==> src/rtl/core/upca_pkg.sv <==
// Shared types, constants and code tables for the UPC-A scanline decoder.
`timescale 1ns / 1ps
`default_nettype none

package upca_pkg;

    // Line buffer geometry
    localparam int MAX_LINE_WIDTH = 4096;
    localparam int ADDR_W         = $clog2(MAX_LINE_WIDTH);
    localparam int CNT_W          = ADDR_W + 1;

    // Symbol geometry
    localparam int MODULE_COUNT   = 95;
    localparam int DIGIT_MODULES  = 7;
    localparam int HALF_DIGITS    = 6;
    localparam int NUM_DIGITS     = 2 * HALF_DIGITS;
    localparam int LEFT_START     = 3;
    localparam int RIGHT_START    = 50;
    localparam int MOD_W          = 7;
    localparam int BIT_W          = 3;
    localparam int DIGIT_W        = 4;

    // span / 95 as (span * 345) >> 15, exact for spans up to 4096
    localparam int STEP_RECIP     = 345;
    localparam int RECIP_W        = 9;
    localparam int STEP_SHIFT     = 15;
    localparam int STEP_W         = 6;

    typedef enum logic [1:0] {
        ST_OK      = 2'd0,
        ST_NOMATCH = 2'd1,
        ST_SHORT   = 2'd2
    } status_t;

    typedef struct packed {
        logic [7:0] pixel_red;
        logic       line_end;
    } pixel_t;

    typedef struct packed {
        logic [3:0] digit_index;
        logic [3:0] digit_value;
        status_t    status;
        logic       last_digit;
    } result_t;

    typedef enum logic [2:0] {
        S_IDLE,
        S_CHECK,
        S_ADDR,
        S_DATA,
        S_EMIT,
        S_SHORT
    } ctrl_state_t;

    typedef struct packed {
        logic take_pixel;
        logic calc_step;
        logic read_bit;
        logic shift_bit;
        logic emit_digit;
        logic emit_short;
        logic clear_line;
    } dp_cmd_t;

    typedef struct packed {
        logic short_span;
        logic bit_last;
        logic digit_last;
        logic res_free;
    } dp_status_t;

    typedef struct packed {
        logic       hit;
        logic [3:0] value;
    } match_t;

    localparam logic [6:0] L_CODES [10] = '{
        7'h0D, 7'h19, 7'h13, 7'h3D, 7'h23, 7'h31, 7'h2F, 7'h3B, 7'h37, 7'h0B
    };
    localparam logic [6:0] R_CODES [10] = '{
        7'h72, 7'h66, 7'h6C, 7'h42, 7'h5C, 7'h4E, 7'h50, 7'h44, 7'h48, 7'h74
    };

    // First module of digit d
    function automatic logic [MOD_W-1:0] module_base(input logic [DIGIT_W-1:0] d);
        logic [MOD_W-1:0] dd;
        dd = MOD_W'(d);
        if (d < DIGIT_W'(HALF_DIGITS))
            module_base = MOD_W'(LEFT_START) + dd * MOD_W'(DIGIT_MODULES);
        else
            module_base = MOD_W'(RIGHT_START)
                        + (dd - MOD_W'(HALF_DIGITS)) * MOD_W'(DIGIT_MODULES);
    endfunction

    // First code in the table that equals the pattern
    function automatic match_t match_code(input logic [6:0] pat, input logic right);
        match_t m;
        logic [6:0] code;
        m = '0;
        for (int v = 9; v >= 0; v--) begin
            code = right ? R_CODES[v] : L_CODES[v];
            if (code == pat) begin
                m.hit   = 1'b1;
                m.value = 4'(v);
            end
        end
        match_code = m;
    endfunction

endpackage

`default_nettype wire

==> src/rtl/core/upca_ctrl.sv <==
// Controller: sequences pixel capture, span check, module sampling and result issue.
`timescale 1ns / 1ps
`default_nettype none

module upca_ctrl (
    input  wire logic                  clk,
    input  wire logic                  rst_n,
    input  wire logic                  pix_valid,
    input  wire logic                  line_end,
    output logic                       pix_stall,
    output upca_pkg::dp_cmd_t          cmd,
    input  wire upca_pkg::dp_status_t  stat
);

    upca_pkg::ctrl_state_t state_reg, state_next;

    always_ff @(posedge clk or negedge rst_n)
    begin
        if (!rst_n)
            state_reg <= upca_pkg::S_IDLE;
        else
            state_reg <= state_next;
    end

    always_comb
    begin
        state_next = state_reg;
        cmd        = '0;
        pix_stall  = 1'b1;

        unique case (state_reg)
            upca_pkg::S_IDLE:
            begin
                pix_stall      = 1'b0;
                cmd.take_pixel = pix_valid;
                if (pix_valid && line_end)
                    state_next = upca_pkg::S_CHECK;
            end
            upca_pkg::S_CHECK:
            begin
                cmd.calc_step = 1'b1;
                state_next    = stat.short_span ? upca_pkg::S_SHORT : upca_pkg::S_ADDR;
            end
            upca_pkg::S_ADDR:
            begin
                cmd.read_bit = 1'b1;
                state_next   = upca_pkg::S_DATA;
            end
            upca_pkg::S_DATA:
            begin
                cmd.shift_bit = 1'b1;
                state_next    = stat.bit_last ? upca_pkg::S_EMIT : upca_pkg::S_ADDR;
            end
            upca_pkg::S_EMIT:
            begin
                if (stat.res_free)
                begin
                    cmd.emit_digit = 1'b1;
                    if (stat.digit_last)
                    begin
                        cmd.clear_line = 1'b1;
                        state_next     = upca_pkg::S_IDLE;
                    end
                    else
                        state_next = upca_pkg::S_ADDR;
                end
            end
            upca_pkg::S_SHORT:
            begin
                if (stat.res_free)
                begin
                    cmd.emit_short = 1'b1;
                    cmd.clear_line = 1'b1;
                    state_next     = upca_pkg::S_IDLE;
                end
            end
            default:
                state_next = upca_pkg::S_IDLE;
        endcase
    end

endmodule

`default_nettype wire
==> config.mk <==
export PLATFORM = sky130hd
export DESIGN_NAME = upca_ctrl
export DESIGN_NICKNAME = d
export VERILOG_FILES = /design/src/rtl/core/upca_pkg.sv /design/src/rtl/core/upca_ctrl.sv
export SDC_FILE = /design/constraint.sdc
export NUM_CORES = 1
export LEC_CHECK = 0
export BUFFER_PORTS_ARGS = -buffer_cell sky130_fd_sc_hd__buf_2
export CORE_AREA = 4 4 41 43
export CTS_CLUSTER_SIZE = 20
export DETAILED_ROUTE_END_ITERATION = 12
export DIE_AREA = 0 0 45 47
export SLEW_MARGIN = 20
export SYNTH_ARGS = -nofsm -noshare
export SYNTH_HDL_FRONTEND = slang
export SYNTH_SLANG_ARGS = --single-unit
==> constraint.sdc <==
create_clock -name clk -period 1.3 [get_ports clk]
set_input_delay 0.13 -clock clk [delete_from_list [all_inputs] [get_ports clk]]
set_output_delay 0.13 -clock clk [all_outputs]
set_load 0.01 [all_outputs]
==> summary.md, run 1 <==
| Metric | Value |
|---|---|
| Final nets | `65` |
| Syn_area_per_cell | `7.73 um^2` |
| Global-route wire length before repair | `1290 um` |
| Final wirelength | `801 um` |
| Number of flops mapped to enable cells by yosys | `0` |
| Gate Count Post-Synth | `33` |
| Synth area leaders | `dfrtp_1 (29%), nor2_1 (5.9%), a31oi_1 (4.9%)` |
| CTS sink count | `3` |
| Commonest non-fill, non-tap cell in the layout | `buf_2` |
| Crit path time final | `1.39 ns` |
| Number of global-route vias before repair | `301` |
| Tightest Pin Transition | `0.210 ns` |
| Vias per cell | `4.61` |
| Slew HR | `86.0%` |
| Critical path's slowest cell | `dfrtp_2` |
| Wire per inst | `11.3 um` |
| Final ANT Viol Nets | `0` |
| CTS Root Cell | `clkbuf_4` |
| Share of the yosys chip area belonging to registers | `29.4%` |
| Max-cap violations | `0` |
| Final Hold Vio Count | `0` |
| Die W | `45 um` |
| Layout area overhead | `80.4%` |
| Critical Path End Type | `primary output` |
| Clk slew on worst S/H paths | `0.04 ns` |
| Initial antenna violation count | `0` |
| Row cnt | `13` |
| Ant. Diodes | `0` |
| Largest net degree at the start of global routing | `10` |
| Maximum clock rate | `0.720 GHz` |
| Fraction of layout cells with a size suffix above 1 | `58.9%` |
| Outcome | `finished with violations` |
| VDD IR max | `762 uV` |
| Setup-failing EPs final | `3` |
| Area share of the largest cell type after synthesis | `29.4%` |
| Dpl cells | `62` |
| Synth Register Bits | `3` |
| Initial detailed-routing violation count | `3` |
| Initial Utilization | `19.6%` |
| Core Area | `1300 um^2` |
| Number of synthesis warnings | `0` |
| Skew-Pair Late Insertion Delay | `0.23 ns` |
| Most frequent cells in the layout | `buf_2 (15), nand2_1 (3), clkbuf_4 (3), buf_4 (3)` |
| Vias | `327` |
| Distinct cells, synth | `20` |
| GRT Total Usage | `9.08%` |
| Worst path cell trace | `or3_4 -> nor2_2 -> buf_2` |
| # port buffers | `15` |
| Worst setup path category | `flip-flop to primary output` |
| Arrival time worst endpoint | `1.26 ns` |
| Final worst slack | `-0.0897 ns` |
| RSZ-0062 raised after global routing | `true` |
| Min-Delay Path Class | `input pin to flip-flop` |
| Gr ovfl total | `0` |
| Final Slew Violations | `0` |
| Multi-input gate area | `189 um^2` |
| Ports | `16` |
| Die ar. | `2120 um^2` |
| Crit share post-route | `107%` |
| Mapped cell area | `255 um^2` |
| Detailed Place HPWL | `516 um` |
| Routability cong. | `0.710` |
| Total power | `1.08 mW` |
| CP max stage delay | `0.41 ns` |
| Syn_nets | `41` |
| Highest net fanout along the worst path | `3` |
| Power per cell area | `2340 nW/um^2` |
| P_leak | `0.235 nW` |
| Async S/R FF share, synth | `100%` |
| Crit path buf inv count | `1` |
| Drt pass-1 iters | `4` |
| CP Launch Type | `flip-flop` |
| Post-Route Skew | `0.00257 ns` |
| Main synth FF type | `dfrtp_1` |
| CTS Buffer Depth | `2` |
| Fill cell count | `156` |
| # DRC | `0` |
| Top cell type by total area after synthesis | `dfrtp_1` |
| Register area | `77.6 um^2` |
| H-tree depth | `1` |
| Hold Slack | `0.151 ns` |
| Fin cells | `71` |
| CTS tree | `done` |
| Max FFs per register | `3` |
| Num CTS Buffers | `3` |
| Chip Height | `47 um` |
| Worst path top cell family by delay | `simple AND/OR/NAND/NOR gates` |
| Failing checks | `negative setup slack` |
| CP Data Required Time | `1.17 ns` |
-- cell type report --
| cell class | instances | share of cell area (%) |
|---|---|---|
| multi-input cells | 26 | 41.0 |
| flip-flops and latches | 3 | 16.8 |
| inverters | 2 | 2.17 |
| clock buffers | 4 | 5.71 |
| well taps | 15 | 4.08 |
| repair buffers | 21 | 30.2 |
-- power by group --
group	switching, mW	internal, mW	total, mW
combinational	0.344	0.379	0.723
clock	0.0505	0.115	0.166
sequential	0.0471	0.144	0.191
-- synthesized netlist by cell type, types with 2 or more instances --
cell and instances:
buf_2 2, or3_1 2, dfrtp_1 3, a21oi_1 2, a31oi_1 2, inv_1 2, nor2_1 4, nand2_1 3
o21ai_0 2
-- per-layer routing --
metal | part of all wire (%) | GRT usage, % | vias to the layer above
li1 | - | - | 162
met3 | 12 | 4.21 | 0
met1 | 41 | 9.55 | 149
met4 | 0 | 8.77 | 0
met2 | 47 | 13.3 | 16
met5 | 0 | 0 | -
-- cell families (layout without fill, tap and decap cells) --
logic type,Yosys count,after routing,synth area share [%]
simple gates,16,16,38.2
compound gates,9,9,21.6
buf+inv,4,27,6.86
flops,3,3,29.4
mux,1,1,3.92
-- stage by stage --
stage	util (%)	area, um^2	worst slack (ns)	TNS, ns
after CTS	33.3	433	-0.0716	-0.132
after global routing	35.4	460	-0.148	-0.494
final	35.4	460	-0.0897	-0.150
after floorplan	-	255	0.0705	0
after detailed placement	26.6	347	0.0917	0
after global placement	26.6	347	0.109	0
-- what timing repair did --
item | 4_1_cts | 5_1_grt
endpoints found under the setup margin | 4 | 9
hold buffers | 1 | 0
resized for setup | 3 | 10
pin swaps | 2 | 2
hold endpoints to repair | 3 | 0
buffers inserted | 4 | 0
-- path summary, 6_finish.rpt --
path                               from      endpoint  slack (ns)  cells after the start
max                        state_reg[2]        cmd[6]       -0.09                      3
min                             stat[0]  state_reg[2]        0.15                      2
max reg2reg                state_reg[2]  state_reg[0]        0.06                      4
min reg2reg                state_reg[1]  state_reg[2]        0.67                      2
max in group asynchronous         rst_n  state_reg[2]        0.96                      2
min in group asynchronous         rst_n  state_reg[1]        0.22                      2
-- worst reg2reg max path, delay by kind of cell, from the launching register on --
kind                   cells  cell delay [ns]
AO/OA/AOI/OAI              3             0.56
buffers and inverters      1             0.14
flip-flops                 1             0.41
No activity file was read; power rests on OpenSTA's default activity.
==> run 2: changes to the inputs <==
--- a/config.mk
+++ b/config.mk
@@ -14,3 +14,4 @@
 export SYNTH_ARGS = -nofsm -noshare
 export SYNTH_HDL_FRONTEND = slang
 export SYNTH_SLANG_ARGS = --single-unit
+export TNS_END_PERCENT = 10
==> run 2 against run 1 <==
- the run still ends with negative setup slack left
- hold slack is essentially flat
- combinational power down 4.6%
- fmax rose by 0.51%
- cell count unchanged
- clock-buffer cell count unchanged
- clock power about the same
- clock skew about the same
- routed wire length is 2.2% lower
- design area fell by 2.4%
- via count down 0.92%
- total power fell by 3.3%
- critical path type unchanged
- critical endpoint unchanged
- largest cell class unchanged
==> summary.md, run 2 (synthesized netlist as in run 1, its figures left out) <==
| Metric | Value |
|---|---|
| CTS sink count | `3` |
| Detailed Place HPWL | `516 um` |
| Beginning of the worst register-to-register path | `state_reg[1]` |
| Power per cell area | `2320 nW/um^2` |
| Fin cells | `71` |
| CTS Buffer Depth | `2` |
| Ant. Diodes | `0` |
| H-tree depth | `1` |
| Setup TNS | `-0.137 ns` |
| Worst setup path category | `flip-flop to primary output` |
| Maximum clock rate | `0.723 GHz` |
| Dpl cells | `62` |
| Setup-failing EPs final | `3` |
| Fraction of layout cells with a size suffix above 1 | `57.1%` |
| Final nets | `65` |
| Row cnt | `13` |
| Final wirelength | `783 um` |
| CP Launch Type | `flip-flop` |
| Gr ovfl total | `0` |
| GRT Total Usage | `9.08%` |
| Outcome | `finished with violations` |
| Tightest Pin Transition | `0.210 ns` |
| Crit path from | `state_reg[2]` |
| Most frequent cells in the layout | `buf_2 (15), buf_4 (4), nand2_1 (3), clkbuf_4 (3)` |
| Global-route wire length before repair | `1290 um` |
| VDD IR max | `725 uV` |
| Die ar. | `2120 um^2` |
| Total power | `1.04 mW` |
| Critical hold path startpoint | `stat[0]` |
| Initial antenna violation count | `0` |
| Clk slew on worst S/H paths | `0.04 ns` |
| Max FFs per register | `3` |
| Critical Path End Type | `primary output` |
| Wire per inst | `11.0 um` |
| Core Area | `1300 um^2` |
| Final Slew Violations | `0` |
| RSZ-0062 raised after global routing | `true` |
| Initial detailed-routing violation count | `2` |
| Commonest non-fill, non-tap cell in the layout | `buf_2` |
| CP Data Required Time | `1.17 ns` |
| # DRC | `0` |
| Post-Route Skew | `0.00224 ns` |
| Hold Slack | `0.150 ns` |
| P_leak | `0.235 nW` |
| # port buffers | `15` |
| Min-Delay Path Class | `input pin to flip-flop` |
| Crit share post-route | `106%` |
| Vias | `324` |
| Design Area, Final | `449 um^2` |
| Chip Height | `47 um` |
| Ports | `16` |
| Layout area overhead | `76.0%` |
| Drt pass-1 iters | `2` |
| Highest net fanout along the worst path | `3` |
| Slew HR | `86.0%` |
| CTS tree | `done` |
| Die W | `45 um` |
| Largest net degree at the start of global routing | `10` |
| Final Hold Vio Count | `0` |
| Number of global-route vias before repair | `301` |
| Routability cong. | `0.710` |
| Crit path time final | `1.38 ns` |
| Final ANT Viol Nets | `0` |
| Failing checks | `negative setup slack` |
| Arrival time worst endpoint | `1.25 ns` |
| Final worst slack | `-0.0826 ns` |
| Skew-Pair Late Insertion Delay | `0.24 ns` |
| Initial Utilization | `19.6%` |
| CTS Root Cell | `clkbuf_4` |
| Num CTS Buffers | `3` |
| Area post-placement | `347 um^2` |
| Vias per cell | `4.56` |
| Max-cap violations | `0` |
==> run 2: final cells by class <==
class	count	area (um^2)
fill	158	852
multi-input combinational	26	184
timing repair buffer	21	135
sequential	3	77.6
clock buffer	4	26.3
tap	15	18.8
inverter	2	7.51
==> run 2: timing repair <==
item,4_1_cts,5_1_grt
hold buffers,1,0
resized for setup,3,7
endpoints found under the setup margin,4,9
setup buffers,4,0
pin swaps,2,3
hold endpoints to repair,3,0
==> run 2: path summary, 6_finish.rpt <==
kind	cells past startpoint	to	slack, ns
min in group asynchronous	2	state_reg[1]	0.22
max reg2reg	5	state_reg[1]	0.08
max in group asynchronous	2	state_reg[2]	0.96
max	3	cmd[6]	-0.08
min	2	state_reg[2]	0.15
min reg2reg	2	state_reg[2]	0.66
==> run 2: where the power goes <==
group	internal (mW)	total, mW	switching [mW]
sequential	0.144	0.188	0.0437
clock	0.115	0.167	0.0518
combinational	0.360	0.690	0.330
total	0.619	1.04	0.425
==> run 2: worst max-delay path, cell delays in order (launching register included) <==
cell and delay, ns:
dfrtp_2 0.40, or3_4 0.39, nor2_2 0.10, buf_2 0.13
==> run 2: routing by layer <==
layer  global-route usage, %  share of wire [%]  vias to the layer above
met5                       0                  0                        -
met4                    8.77                  0                        0
met3                    4.21                 13                        0
met2                    13.3                 47                       16
met1                    9.55                 40                      145
li1                        -                  -                      163
==> run 2: through the flow <==
stage                     setup WS (ns)  utilization, %
after global placement            0.109            26.6
after CTS                       -0.0716            33.3
final                           -0.0826            34.5
after global routing             -0.139            34.5
after floorplan                  0.0705               -
after detailed placement         0.0917            26.6
==> run 3: changes to the inputs <==
--- a/config.mk
+++ b/config.mk
@@ -5,6 +5,7 @@
 export SDC_FILE = /design/constraint.sdc
 export NUM_CORES = 1
 export LEC_CHECK = 0
+export ABC_AREA = 1
 export BUFFER_PORTS_ARGS = -buffer_cell sky130_fd_sc_hd__buf_2
 export CORE_AREA = 4 4 41 43
 export CTS_CLUSTER_SIZE = 20
==> run 3 against run 2 <==
- the flow now finishes without violations
- design area is 10% lower
- critical path type unchanged
- die area stayed put
- clock skew is 0.0017 ns lower
- synthesized cell count is 24% higher
- combinational power is 23% lower
==> summary.md, run 3 <==
| Metric | Value |
|---|---|
| Ports | `16` |
| Number of flops mapped to enable cells by yosys | `0` |
| GRT Total Usage | `7.67%` |
| Area share of the largest cell type after synthesis | `30.9%` |
| Number of synthesis warnings | `0` |
| Highest net fanout along the worst path | `3` |
| Critical Path End Type | `primary output` |
| Arrival time worst endpoint | `1.17 ns` |
| Worst path cell trace | `nor2_4 -> nand2_2 -> nor2_2 -> nand2_1 -> o21ai_1 -> buf_2` |
| Crit path buf inv count | `1` |
| Most numerous cell in the Yosys netlist | `nand2_1` |
| Crit path time final | `1.30 ns` |
| Syn_area_per_cell | `5.92 um^2` |
| WHS Endpoint | `state_reg[0]` |
| Gate Count Post-Synth | `41` |
| Largest net degree at the start of global routing | `9` |
| Final Hold Vio Count | `0` |
| Register area | `77.6 um^2` |
| Setup-failing EPs final | `0` |
| Die ar. | `2120 um^2` |
| Final worst slack | `0.00220 ns` |
| Syn_nets | `49` |
| Vias | `320` |
| Share of the yosys chip area belonging to registers | `30.9%` |
| Synth area leaders | `dfrtp_1 (31%), nand3_1 (16%), nand2_1 (14%)` |
| Num CTS Buffers | `3` |
| CTS tree | `done` |
| Pre-CTS WS | `0.140 ns` |
| # DRC | `0` |
| Max FFs per register | `3` |
| Most common library cells after synthesis | `nand2_1 (9), inv_1 (8), nand3_1 (8), nor2_1 (6), dfrtp_1 (3)` |
| Mapped cell area | `243 um^2` |
| Wire per inst | `8.68 um` |
| P_leak | `0.250 nW` |
| Final wirelength | `686 um` |
| Drt pass-1 iters | `3` |
| # port buffers | `15` |
| VDD IR max | `761 uV` |
| CP Launch Type | `flip-flop` |
| Beginning of the worst register-to-register path | `state_reg[0]` |
| Fill cell count | `163` |
| Multi-input gate area | `139 um^2` |
| Crit share post-route | `99.8%` |
| Initial Utilization | `18.7%` |
| Tightest Pin Transition | `0.162 ns` |
| Fraction of layout cells with a size suffix above 1 | `43.8%` |
| Number of global-route vias before repair | `302` |
| Skew-Pair Late Insertion Delay | `0.23 ns` |
| Met2 Routed Length | `289 um` |
| Worst setup path category | `flip-flop to primary output` |
| RSZ-0062 raised after global routing | `true` |
| Area post-placement | `337 um^2` |
| Post-layout util | `31.0%` |
| Worst Reg-to-Reg Cells | `6` |
| Detailed Place HPWL | `533 um` |
| Design Area, Final | `403 um^2` |
| Gr ovfl total | `0` |
| Main synth FF type | `dfrtp_1` |
| Worst path top cell family by delay | `flip-flops` |
| Hold Slack | `0.114 ns` |
| Slew HR | `89.2%` |
| Vias per cell | `4.05` |
| Critical path's slowest cell | `dfrtp_2` |
| H-tree depth | `1` |
| Final ANT Viol Nets | `0` |
| CP Data Required Time | `1.17 ns` |
| Row cnt | `13` |
| Ant. Diodes | `0` |
| Initial antenna violation count | `0` |
| Initial detailed-routing violation count | `7` |
| CTS Root Cell | `clkbuf_4` |
| Critical hold path startpoint | `stat[0]` |
| Uppermost layer routed | `met4` |
| Die W | `45 um` |
| Routed met3 length | `46 um` |
| Stages on worst setup path | `6` |
| Top cell type by total area after synthesis | `dfrtp_1` |
| Power per cell area | `2230 nW/um^2` |
| WL met1 | `330 um` |
| Distinct cells, synth | `11` |
| Core Area | `1300 um^2` |
| Global-route wire length before repair | `1150 um` |
| Commonest non-fill, non-tap cell in the layout | `buf_2` |
| Layout area overhead | `66.0%` |
| Final nets | `73` |
| Final Slew Violations | `0` |
| Post-Route Skew | `0.000551 ns` |
| CTS sink count | `3` |
| CP max stage delay | `0.42 ns` |
| Routability cong. | `0.833` |
| Most frequent cells in the layout | `buf_2 (15), nand2_1 (9), nand3_1 (8), inv_1 (7), nor2_1 (6)` |
| Async S/R FF share, synth | `100%` |
| Clk slew on worst S/H paths | `0.04 ns` |
| Dpl cells | `71` |
| R2R Path End | `state_reg[1]` |
| FF-to-FF setup slack | `0.27 ns` |
| Max-cap violations | `0` |
| Maximum clock rate | `0.771 GHz` |
| Chip Height | `47 um` |
| Fin cells | `79` |
| Synth Register Bits | `3` |
| Min-Delay Path Class | `input pin to flip-flop` |
| Hold Path Depth | `2` |
| CTS Buffer Depth | `2` |
| Outcome | `complete, no violations` |
==> run 3: final cells by class <==
cell class	count	area share, %
clock buffer	4	6.52
sequential	3	19.3
timing repair buffer	19	26.7
tap	15	4.66
inverter	9	8.39
multi-input combinational	29	34.5
==> run 3: logic make-up (layout without fill, tap and decap cells) <==
| group | count (synthesis) | after routing | share of synthesized area, % |
|---|---|---|---|
| simple gates | 26 | 26 | 47.4 |
| flops | 3 | 3 | 30.9 |
| compound gates | 3 | 3 | 7.73 |
| buf+inv | 9 | 32 | 13.9 |
==> run 3: power by group <==
| group | leakage, nW | total, mW | internal [mW] | switching, mW |
|---|---|---|---|---|
| clock | 0.0150 | 0.162 | 0.115 | 0.0467 |
| combinational | 0.199 | 0.530 | 0.235 | 0.295 |
| sequential | 0.0357 | 0.205 | 0.144 | 0.0618 |
| total | 0.250 | 0.897 | 0.493 | 0.403 |
==> run 3: worst max path at each step <==
stage	start	end	slack (ns)
3_5_place_dp	state_reg[0]	cmd[0]	0.14
5_1_grt	state_reg[0]	cmd[6]	-0.09
2_1_floorplan	state_reg[1]	cmd[0]	0.20
4_1_cts	state_reg[0]	cmd[0]	-0.01
3_3_place_gp	state_reg[0]	cmd[0]	0.17
6_report	state_reg[0]	cmd[0]	0.002
==> run 3: worst reg2reg max path: cells and delay by family, from the launching register on <==
family	cells	cell delay (ns)
AND/OR/NAND/NOR	4	0.33
buffers and inverters	2	0.20
flip-flops	1	0.42
==> run 3: routing by layer <==
layer  up-vias  global-route usage [%]
li1        174                       -
met1       132                    10.7
met2        12                    9.89
met3         2                    1.15
met4         0                    7.02
met5         -                       0
==> run 3: timing repair <==
action	4_1_cts	5_1_grt
endpoints found under the hold margin	3	0
hold buffers	1	0
pin swaps	1	0
resized for setup	4	1
setup buffers	3	0
endpoints found under the setup margin	1	5
==> run 3: through the flow <==
stage / TNS (ns) / power, mW
2_1_floorplan: 0 / 0.493
3_3_place_gp: 0 / 0.636
3_5_place_dp: 0 / 0.643
4_1_cts: -0.0141 / 0.906
5_1_grt: -0.225 / 0.995
6_report: 0 / 0.897
